--- config.mk ---
export PLATFORM = sky130hd
export DESIGN_NAME = irrigation_pivot_controller
export DESIGN_NICKNAME = d
export VERILOG_FILES = /design/src/rtl/core/ipc_pkg.sv /design/src/rtl/core/irrigation_pivot_controller.sv /design/src/rtl/core/ipc_step.sv
export SDC_FILE = /design/constraint.sdc
export NUM_CORES = 1
export LEC_CHECK = 0
export BUFFER_PORTS_ARGS = -buffer_cell sky130_fd_sc_hd__buf_2
export CORE_MARGIN = 2
export CORE_UTILIZATION = 50
export DETAILED_ROUTE_END_ITERATION = 10
export PLACE_DENSITY = 0.72
export SYNTH_ARGS = -nofsm -noshare
export SYNTH_HDL_FRONTEND = slang
export SYNTH_SLANG_ARGS = --single-unit
export TNS_END_PERCENT = 50
--- constraint.sdc ---
create_clock -name clk_i -period 7.04 [get_ports clk_i]
set_input_delay 1.408 -clock clk_i [delete_from_list [all_inputs] [get_ports clk_i]]
set_output_delay 1.408 -clock clk_i [all_outputs]
set_load 0.1 [all_outputs]
--- src/rtl/core/ipc_pkg.sv ---
// Package for the irrigation pivot controller: beat structs, state codes,
// thresholds and register defaults. Depends on nothing.
`default_nettype none

package ipc_pkg;

  // Control states, as reported in state_code
  typedef enum logic [2:0] {
    ST_CONFIG = 3'd0,
    ST_INIT   = 3'd1,
    ST_FAULT  = 3'd2,
    ST_MOVE   = 3'd3,
    ST_WATER  = 3'd4,
    ST_END    = 3'd5,
    ST_MANUAL = 3'd6,
    ST_CHECK  = 3'd7
  } ctrl_state_e;

  // Item kinds
  typedef enum logic [1:0] {
    FUNC_STEP = 2'd0,
    FUNC_TICK = 2'd1,
    FUNC_MODE = 2'd2
  } func_e;

  // Run modes
  localparam logic [1:0] MODE_OFF  = 2'd0;
  localparam logic [1:0] MODE_AUTO = 2'd1;
  localparam logic [1:0] MODE_ECO  = 2'd2;

  // Configuration register indexes
  localparam logic CFG_MOTOR_RUN = 1'b0;
  localparam logic CFG_PUMP_RUN  = 1'b1;

  localparam logic [7:0] MOTOR_RUN_MIN   = 8'd3;
  localparam logic [7:0] PUMP_RUN_MIN    = 8'd16;
  localparam logic [7:0] MOTOR_RUN_RESET = 8'd6;
  localparam logic [7:0] PUMP_RUN_RESET  = 8'd54;

  // Eco window 22:00 to 05:00, weather limits as raw counts (20 %, 40 degrees)
  localparam logic [10:0] ECO_START_MIN = 11'd1320;
  localparam logic [10:0] ECO_END_MIN   = 11'd300;
  localparam logic [11:0] HUM_DRY_RAW   = 12'd819;
  localparam logic [11:0] TEMP_HOT_RAW  = 12'd3276;

  typedef struct packed {
    logic [1:0]  func;
    logic [1:0]  new_mode;
    logic [5:0]  fault_lines;
    logic        manual_switch;
    logic        end_of_travel;
    logic        timer_ready;
    logic [10:0] minute_of_day;
    logic [11:0] humidity_sample;
    logic [11:0] temperature_sample;
    logic        humidity_digital;
    logic        temperature_digital;
  } in_item_t;

  typedef struct packed {
    logic [2:0]  state_code;
    logic        motor_drive;
    logic        pump_drive;
    logic [1:0]  mode_now;
    logic [7:0]  cycles_done;
    logic [11:0] humidity_held;
    logic [11:0] temperature_held;
    logic        mode_rejected;
  } out_item_t;

  // Controller state carried between items
  typedef struct packed {
    ctrl_state_e ctrl;
    logic [1:0]  mode;
    logic [7:0]  seconds;
    logic [7:0]  cycles;
    logic [11:0] humidity;
    logic [11:0] temperature;
    logic        motor;
    logic        pump;
  } core_state_t;

  typedef struct packed {
    logic [7:0] motor_run;
    logic [7:0] pump_run;
  } run_cfg_t;

endpackage

`default_nettype wire

--- src/rtl/core/irrigation_pivot_controller.sv ---
// Top level of the irrigation pivot controller: input register, step logic,
// result register and run-time registers. Depends on ipc_pkg and ipc_step.
//
//   channel  direction  handshake               beat
//   in       sink       in_valid_i / in_stall_o   ipc_pkg::in_item_t
//   out      source     out_valid_o / out_stall_i ipc_pkg::out_item_t
//   cfg      sink       cfg_we_i (no wait)      cfg_index_i, cfg_data_i
//
// One item a cycle while the result side does not stall: a beat is held in the
// input register on entry, runs through the step logic and lands in the result
// register when it fires. The controller state updates in the same cycle as
// the result register loads.
// Reset puts the controller in the configuration state with mode off and all
// counters, latches and drives cleared; run times return to 6 s and 54 s.
// A stall on the result side holds the result and the waiting input beat;
// the input side stalls only while both registers are full and the result
// beat is stalled.
`default_nettype none

module irrigation_pivot_controller (
  input  wire                      clk_i,
  input  wire                      rst_ni,
  input  wire                      in_valid_i,
  output logic                     in_stall_o,
  input  wire ipc_pkg::in_item_t   in_item_i,
  output logic                     out_valid_o,
  input  wire                      out_stall_i,
  output ipc_pkg::out_item_t       out_item_o,
  input  wire                      cfg_we_i,
  input  wire                      cfg_index_i,
  input  wire  [7:0]               cfg_data_i
);

  logic                 in_valid_q;
  ipc_pkg::in_item_t    in_item_q;
  logic                 out_valid_q;
  ipc_pkg::out_item_t   out_item_q;
  ipc_pkg::out_item_t   out_item_d;
  ipc_pkg::core_state_t state_q;
  ipc_pkg::core_state_t state_d;
  ipc_pkg::run_cfg_t    cfg_q;
  ipc_pkg::run_cfg_t    cfg_d;
  logic                 rejected;
  logic                 fire;

  // Process the held beat when the result register is free or draining
  assign fire       = in_valid_q && (!out_valid_q || !out_stall_i);
  assign in_stall_o = in_valid_q && !fire;

  ipc_step u_step (
    .item_i     (in_item_q),
    .state_i    (state_q),
    .cfg_i      (cfg_q),
    .state_o    (state_d),
    .rejected_o (rejected)
  );

  // Result beat reports the state after the item
  always_comb begin
    out_item_d.state_code       = state_d.ctrl;
    out_item_d.motor_drive      = state_d.motor;
    out_item_d.pump_drive       = state_d.pump;
    out_item_d.mode_now         = state_d.mode;
    out_item_d.cycles_done      = state_d.cycles;
    out_item_d.humidity_held    = state_d.humidity;
    out_item_d.temperature_held = state_d.temperature;
    out_item_d.mode_rejected    = rejected;
  end

  // Run-time registers: drop writes below the minimum
  always_comb begin
    cfg_d = cfg_q;
    if (cfg_we_i) begin
      case (cfg_index_i)
        ipc_pkg::CFG_MOTOR_RUN: begin
          if (cfg_data_i >= ipc_pkg::MOTOR_RUN_MIN) cfg_d.motor_run = cfg_data_i;
        end
        ipc_pkg::CFG_PUMP_RUN: begin
          if (cfg_data_i >= ipc_pkg::PUMP_RUN_MIN) cfg_d.pump_run = cfg_data_i;
        end
        default: ;
      endcase
    end
  end

  always_ff @(posedge clk_i or negedge rst_ni) begin
    if (!rst_ni) begin
      cfg_q.motor_run <= ipc_pkg::MOTOR_RUN_RESET;
      cfg_q.pump_run  <= ipc_pkg::PUMP_RUN_RESET;
    end else begin
      cfg_q <= cfg_d;
    end
  end

  // Controller state: advance once per processed beat
  always_ff @(posedge clk_i or negedge rst_ni) begin
    if (!rst_ni) begin
      state_q.ctrl        <= ipc_pkg::ST_CONFIG;
      state_q.mode        <= ipc_pkg::MODE_OFF;
      state_q.seconds     <= '0;
      state_q.cycles      <= '0;
      state_q.humidity    <= '0;
      state_q.temperature <= '0;
      state_q.motor       <= 1'b0;
      state_q.pump        <= 1'b0;
    end else if (fire) begin
      state_q <= state_d;
    end
  end

  // Input register
  always_ff @(posedge clk_i or negedge rst_ni) begin
    if (!rst_ni) begin
      in_valid_q <= 1'b0;
    end else if (!in_stall_o) begin
      in_valid_q <= in_valid_i;
    end
  end

  always_ff @(posedge clk_i) begin
    if (in_valid_i && !in_stall_o) begin
      in_item_q <= in_item_i;
    end
  end

  // Result register
  always_ff @(posedge clk_i or negedge rst_ni) begin
    if (!rst_ni) begin
      out_valid_q <= 1'b0;
    end else if (fire) begin
      out_valid_q <= 1'b1;
    end else if (!out_stall_i) begin
      out_valid_q <= 1'b0;
    end
  end

  always_ff @(posedge clk_i) begin
    if (fire) begin
      out_item_q <= out_item_d;
    end
  end

  assign out_valid_o = out_valid_q;
  assign out_item_o  = out_item_q;

endmodule

`default_nettype wire

--- src/rtl/core/ipc_step.sv ---
// Next-state logic of the pivot controller for one item.
// Depends on ipc_pkg.
`default_nettype none

module ipc_step (
  input  wire ipc_pkg::in_item_t    item_i,
  input  wire ipc_pkg::core_state_t state_i,
  input  wire ipc_pkg::run_cfg_t    cfg_i,
  output ipc_pkg::core_state_t      state_o,
  output logic                      rejected_o
);

  logic                  fault;
  logic                  mode_off;
  logic                  eco_window;
  logic                  weather_go;
  logic                  motor_done;
  logic                  pump_done;
  logic                  override;
  ipc_pkg::ctrl_state_e  st_pre;
  ipc_pkg::ctrl_state_e  ctrl_step;
  ipc_pkg::core_state_t  data_nxt;

  assign fault      = |item_i.fault_lines;
  assign mode_off   = (state_i.mode == ipc_pkg::MODE_OFF);
  assign eco_window = (item_i.minute_of_day >= ipc_pkg::ECO_START_MIN) ||
                      (item_i.minute_of_day <= ipc_pkg::ECO_END_MIN);
  assign weather_go = (state_i.humidity <= ipc_pkg::HUM_DRY_RAW) ||
                      (state_i.temperature >= ipc_pkg::TEMP_HOT_RAW) ||
                      (item_i.humidity_digital && item_i.temperature_digital);
  assign motor_done = (state_i.seconds >= cfg_i.motor_run);
  assign pump_done  = (state_i.seconds >= cfg_i.pump_run);

  // Fault and manual overrides, outside the configuration state
  always_comb begin
    override = 1'b0;
    st_pre   = state_i.ctrl;
    if (state_i.ctrl != ipc_pkg::ST_CONFIG && (fault || item_i.manual_switch)) begin
      override = 1'b1;
      st_pre   = fault ? ipc_pkg::ST_FAULT : ipc_pkg::ST_MANUAL;
    end
  end

  // Next control state for a control step
  always_comb begin
    ctrl_step = st_pre;
    case (st_pre)
      ipc_pkg::ST_CONFIG: begin
        if (item_i.timer_ready) ctrl_step = ipc_pkg::ST_INIT;
      end
      ipc_pkg::ST_INIT: begin
        if (state_i.mode == ipc_pkg::MODE_AUTO ||
            (state_i.mode == ipc_pkg::MODE_ECO && eco_window)) begin
          ctrl_step = ipc_pkg::ST_CHECK;
        end
      end
      ipc_pkg::ST_CHECK: begin
        if (mode_off) ctrl_step = ipc_pkg::ST_INIT;
        else if (weather_go) ctrl_step = ipc_pkg::ST_MOVE;
      end
      ipc_pkg::ST_MOVE: begin
        if (mode_off) ctrl_step = ipc_pkg::ST_INIT;
        else if (item_i.end_of_travel) ctrl_step = ipc_pkg::ST_END;
        else if (motor_done) ctrl_step = ipc_pkg::ST_WATER;
      end
      ipc_pkg::ST_WATER: begin
        if (mode_off) ctrl_step = ipc_pkg::ST_INIT;
        else if (pump_done) ctrl_step = ipc_pkg::ST_MOVE;
      end
      ipc_pkg::ST_END: begin
        ctrl_step = ipc_pkg::ST_INIT;
      end
      ipc_pkg::ST_MANUAL: begin
        if (!mode_off && !item_i.manual_switch) ctrl_step = ipc_pkg::ST_INIT;
      end
      ipc_pkg::ST_FAULT: begin
        if (mode_off) ctrl_step = ipc_pkg::ST_MANUAL;
        else if (!fault) ctrl_step = ipc_pkg::ST_INIT;
        else if (item_i.manual_switch) ctrl_step = ipc_pkg::ST_MANUAL;
      end
      default: ctrl_step = st_pre;
    endcase
  end

  // Counters, latches and drive levels
  always_comb begin
    data_nxt   = state_i;
    rejected_o = 1'b0;
    case (item_i.func)
      ipc_pkg::FUNC_STEP: begin
        if (override) begin
          data_nxt.motor = 1'b0;
          data_nxt.pump  = 1'b0;
        end
        case (st_pre)
          ipc_pkg::ST_CHECK: begin
            if (!mode_off && weather_go) begin
              data_nxt.seconds = '0;
              data_nxt.motor   = 1'b1;
            end
          end
          ipc_pkg::ST_MOVE: begin
            if (mode_off) begin
              data_nxt.motor = 1'b0;
            end else if (!item_i.end_of_travel && motor_done) begin
              data_nxt.motor   = 1'b0;
              data_nxt.seconds = '0;
              data_nxt.pump    = 1'b1;
            end
          end
          ipc_pkg::ST_WATER: begin
            if (mode_off) begin
              data_nxt.pump = 1'b0;
            end else if (pump_done) begin
              data_nxt.pump    = 1'b0;
              data_nxt.motor   = 1'b1;
              data_nxt.seconds = '0;
            end
          end
          ipc_pkg::ST_END: begin
            data_nxt.cycles = state_i.cycles + 8'd1;
            data_nxt.motor  = 1'b0;
            data_nxt.pump   = 1'b0;
          end
          default: ;
        endcase
      end
      ipc_pkg::FUNC_TICK: begin
        if (state_i.ctrl != ipc_pkg::ST_CONFIG) begin
          data_nxt.humidity    = item_i.humidity_sample;
          data_nxt.temperature = item_i.temperature_sample;
          data_nxt.seconds     = state_i.seconds + 8'd1;
        end
      end
      ipc_pkg::FUNC_MODE: begin
        if (item_i.new_mode inside {ipc_pkg::MODE_OFF, ipc_pkg::MODE_AUTO,
                                    ipc_pkg::MODE_ECO}) begin
          data_nxt.mode = item_i.new_mode;
        end else begin
          rejected_o = 1'b1;
        end
      end
      default: ;
    endcase
  end

  always_comb begin
    state_o = data_nxt;
    if (item_i.func == ipc_pkg::FUNC_STEP) state_o.ctrl = ctrl_step;
  end

endmodule

`default_nettype wire

# Word-level counts from Yosys, hierarchy flattened
# Cells that the tools add are included.
# word_totals
register_bits	155
in_bits	64
# op_classes
n_addsub	2
n_lt_le_gt_ge	8
eq_ne	21
mux	46
n_bitwise	1
n_reduce_logical	33
# ops
operator	count
8-bit 2-to-1 mux	8
24-bit 2-to-1 mux	2
3-bit 2-to-1 mux	16
3-bit one-hot mux with 8 select lines	1
8-bit one-hot mux with 3 select lines	1
8-bit by 1-bit adder with 8-bit output (second input constant)	2
8-bit >= comparator	2
8-bit one-hot mux with 2 select lines	1
3-bit == test (second input constant)	4
12-bit >= comparator (second input constant)	1
12-bit by 10-bit <= comparator with 1-bit output (second input constant)	1
2-bit 2-to-1 mux	6
11-bit >= comparator (second input constant)	1
11-bit by 9-bit <= comparator with 1-bit output (second input constant)	1
1-bit logical AND	9
1-bit 2-to-1 mux	9
3-bit by 2-bit != test with 1-bit output (second input constant)	3
9-bit AND reduction	1
8-bit by 2-bit >= comparator with 1-bit output (second input constant)	1
8-bit by 5-bit >= comparator with 1-bit output (second input constant)	1
1-bit zero test	7
2-bit by 1-bit == test with 1-bit output (second input constant)	3
2-bit == test (second input constant)	3
3-bit by 2-bit == test with 1-bit output (second input constant)	2
14 further kinds	25

# Depth between registers and ports, before layout
# logic_depth
word_depth	9
depth_mapped	8

# Cells and area by module
# From an unflattened synthesis, not the netlist that was laid out.
# unflattened
cells_unflattened	482
hier_area_um2	6859.1
# by_module_without_submodules
mod	n_inst	cells_each	area_per_inst_um2	seq_area_each_um2
irrigation_pivot_controller	1	235	5180.0	4336.7
ipc_step	1	247	1679.1	0.0

# Worst setup path after synthesis
# No wires, ideal clock.
# synth_timing
kind	input to register
start	input port out_stall_i
end	register out_item_q, in the netlist out_item_o[0] (enable)
setup_time_ps	420
arrival_time_ps	3365
required_ps	6620
path_slack_ps	3255
path_stages	5
n_path_buf	2
path_cell_list	nand2_1 nand2_4 inv_1 clkbuf_1 buf_1
# synth_via
elab_chain_len	3
# synth_rtl
item	line	rtl
start, declared	irrigation_pivot_controller.sv:27	input wire out_stall_i,
1-bit zero test	--	
1-bit logical OR	irrigation_pivot_controller.sv:47	assign fire = in_valid_q && (!out_valid_q || !out_stall_i);
1-bit logical AND	irrigation_pivot_controller.sv:47	
named net fire	irrigation_pivot_controller.sv:44	logic fire;
end signal, assigned	irrigation_pivot_controller.sv:139	out_item_q <= out_item_d;
end, declared	irrigation_pivot_controller.sv:37	ipc_pkg::out_item_t out_item_q;
# The timed path passes the listed nets, and every way through them passes these cells.
# A chain may end at the register's enable or synchronous reset.

# Final worst setup path
# layout_timing
start	input port out_stall_i
end	register state_q[36] (netlist bit)
# layout_via
elab_chain_len	4
# layout_rtl
item	line	rtl
1-bit zero test	--	
1-bit logical OR	irrigation_pivot_controller.sv:47	
1-bit logical AND	irrigation_pivot_controller.sv:47	
9-bit AND reduction (no source line)	--	
end signal, assigned	irrigation_pivot_controller.sv:107	state_q <= state_d;
end, declared	irrigation_pivot_controller.sv:39	ipc_pkg::core_state_t state_q;
# No other way between the ends.

==> flow_metrics.env <==
export IMPL_io_buffers=105
export IMPL_drtIter0Drc=331
export IMPL_synthTopCellsByArea="edfxtp_1 40%, dfrtp_1 22%, nand2_1 6.3%, mux2_2 4.5%, ha_1 3.3%"
export IMPL_holdPathStages=1
export IMPL_clock_skew_ns=0.00783
export IMPL_criticalPathCategory="input pin to flip-flop"
export IMPL_power_uw=2720
export IMPL_crit_chain="buf_2 -> nand2_1 -> nand2_4 -> inv_2 -> buf_4 -> nand2_1 -> a211o_1 -> a21o_1 -> o31ai_2 -> o21ai_0"
export IMPL_outcome="completed"
export IMPL_setup_tns_ns=0
export IMPL_cts_resized_gates=0
export IMPL_dp_final_hpwl_um=9280
export IMPL_p_per_area_nw_per_um2=336
export IMPL_cts_htree_levels=4
export IMPL_ant_nets=0
export IMPL_rrSetupSlack_ns=3.76
export IMPL_grt_use_total=0.196
export IMPL_rsz0062_at_grt="false"
export IMPL_max_slew_margin=0.225
export IMPL_ff2ff_path_depth=9
export IMPL_core_rowCount=42
export IMPL_path_clk_slew_ns=0.06
export IMPL_pin_count=106
export IMPL_p_leak_uw=0.00349
export IMPL_clock_path_buffers=2
export IMPL_area_growth_pct=19.2
export IMPL_start_kind="input pin"
export IMPL_slowest_delay_ns=0.59
export IMPL_finalHoldViolations=0
export IMPL_power_frac_clock=0.339
export IMPL_syn_area_um2=6800
export IMPL_pwr_share_comb=0.218
export IMPL_avgViaCountPerCell=5.36
export IMPL_seqPwrFrac=0.443
export IMPL_crit_required_ns=7.32
export IMPL_yosysTopAreaCellShare=0.397
export IMPL_min_path_type="flip-flop to flip-flop"
export IMPL_grt_overflow=0
export IMPL_synth_cell_types=62
export IMPL_cts_hold_buf=0
export IMPL_grt_pass1_vias=4601
export IMPL_maxCapViolCount=0
export IMPL_n_antenna_cell=0
export IMPL_synth_cells=565
export IMPL_remaining_drc_errors=0
export IMPL_swShare=0.326
export IMPL_p_sw_uw=889
export IMPL_avgSynthCellArea_um2=12.0
export IMPL_synth_async_reset_ratio=0.419
export IMPL_critPathArrivalTime_ns=4.25
export IMPL_routedWlPerCell_um=15.5
export IMPL_die_area_um2=14600
export IMPL_drv_slew=0
export IMPL_tightest_slew_ns=1.15
export IMPL_synth_main_ff_cell="edfxtp_1"
export IMPL_grt_max_degree=66
export IMPL_wl_um=13400
export IMPL_ys_top_cells_by_count="115 x nand2_1, 90 x edfxtp_1, 59 x dfrtp_1"
export IMPL_period_minus_slack_ns=3.97
export IMPL_critPathMaxFanout=37
export IMPL_synth_yosys_warnings=0
export IMPL_grt_pass1_wl_um=22000
export IMPL_yosysSeqAreaShare=0.637
export IMPL_yosys_area_top_type="edfxtp_1"
export IMPL_layout_nets=757
export IMPL_fmax_mhz=252
export IMPL_fp_coreArea_um2=13200
export IMPL_root_buffer="clkbuf_16"
export IMPL_cts_setup_buffers=0
export IMPL_dr_total_vias=4632
export IMPL_crit_path_end_kind="flip-flop"
export IMPL_ir_drop_v=0.000198
export IMPL_fin_crit_sh=0.564
export IMPL_die_width_um=121
export IMPL_ys_ff_latch=155
export IMPL_path_common_cell="nand2_1"
export IMPL_synth_edff_count=90
export IMPL_antenna_found_initial=0
export IMPL_initial_core_util=0.514
export IMPL_die_y_um=121
export IMPL_cp_slowest_cell="inv_2"
export IMPL_insertion_delay_ns=0.42
export IMPL_syn_num_nets=647
export IMPL_firstDrtPassIters=5
export IMPL_yosysMostFrequentCell="nand2_1"
export IMPL_cts_sinks=155
export IMPL_routabilityCongestion=0.898
export IMPL_drive_gt1_frac=0.275
export IMPL_cts_tree="yes"
export IMPL_intPower_uw=1830
export IMPL_cts_buffers=17
export IMPL_finalSetupViolCount=0
## final timing paths
kind | start | end
worst max-delay path | out_stall_i | state_q[36]
worst min register to register | state_q[33] | state_q[33]
worst min-delay path | state_q[33] | state_q[33]
min in group asynchronous | rst_ni | state_q[46]
max in group asynchronous | rst_ni | state_q[43]
worst max register to register | out_valid_o | state_q[36]
## critical path, delay by kind of cell
family / cells / cell delay (ns)
buffers and inverters: 3 / 1.21
AOI/OAI and AO/OA: 4 / 1.02
and+or+nand+nor: 3 / 0.59
## layout make-up
type | instances | area (µm²)
Fill cell | 1065 | 5130
Sequential cell | 155 | 4340
Multi-Input combinational cell | 366 | 2300
Timing Repair Buffer | 109 | 556
Clock buffer | 19 | 433
Tap cell | 176 | 220
Clock inverter | 13 | 166
Inverter | 26 | 97.6
## per-layer routing
metal / track usage / share of wire
met1: 0.255 / 0.43
met3: 0.0392 / 0.056
met4: 0.0828 / 0.017
met5: 0 / 0
met2: 0.322 / 0.50
## stage by stage
stage	setup WS [ns]	std cells	hold slack (ns)	utilization	instance area, µm²
after detailed placement	2.63	832	0.468	0.567	7510
after floorplan	3.26	565	0.442	-	6800
final	3.07	864	0.484	0.613	8110
after global routing	2.83	864	0.509	0.613	8110
after global placement	2.72	832	0.454	0.567	7510
after CTS	3.08	864	0.488	0.613	8110
## cell families after synthesis
logic type                 count (synthesis)  share of synthesized area
buffers and inverters                     44                     0.0246
xor gates and xnor gates                  16                     0.0206
adders and majority gates                 18                     0.0331
AOI/OAI and AO/OA                         86                     0.0822
DFF                                      155                      0.637
muxes                                     29                     0.0476
and+or+nand+nor                          217                      0.154
## cells in the final DEF (no fill, tap or decap), types with 5 or more instances in the layout
cell type    n
a31oi_1      8
nand4_1      5
nand2b_1     7
o211ai_1     6
edfxtp_1    90
inv_1       25
nand2_1    115
dfstp_2      6
ha_1        18
o21ai_0     26
clkbuf_16   17
xnor2_1      7
a21oi_1     15
mux2_2      27
buf_2      105
nor2_1      29
nor3_1      15
xor2_1       9
or3_1        5
dfrtp_1     59
nand3_1      7
## sequential cells by signal, summed over array words and instances (netlist names)
signal,flops
out_item_o,40
cfg_q,16
in_valid_q,1
state_q,47
out_valid_o,1
in_item_q,50
## power by group through the flow
stage	clock (µW)	combinational, µW	sequential (µW)
after global routing	980	648	1220
after detailed placement	0	595	1220
after global placement	0	578	1220
after floorplan	0	274	1400
after CTS	939	598	1210
final	923	595	1210
Note: power is estimated with default switching activity, not from simulation.
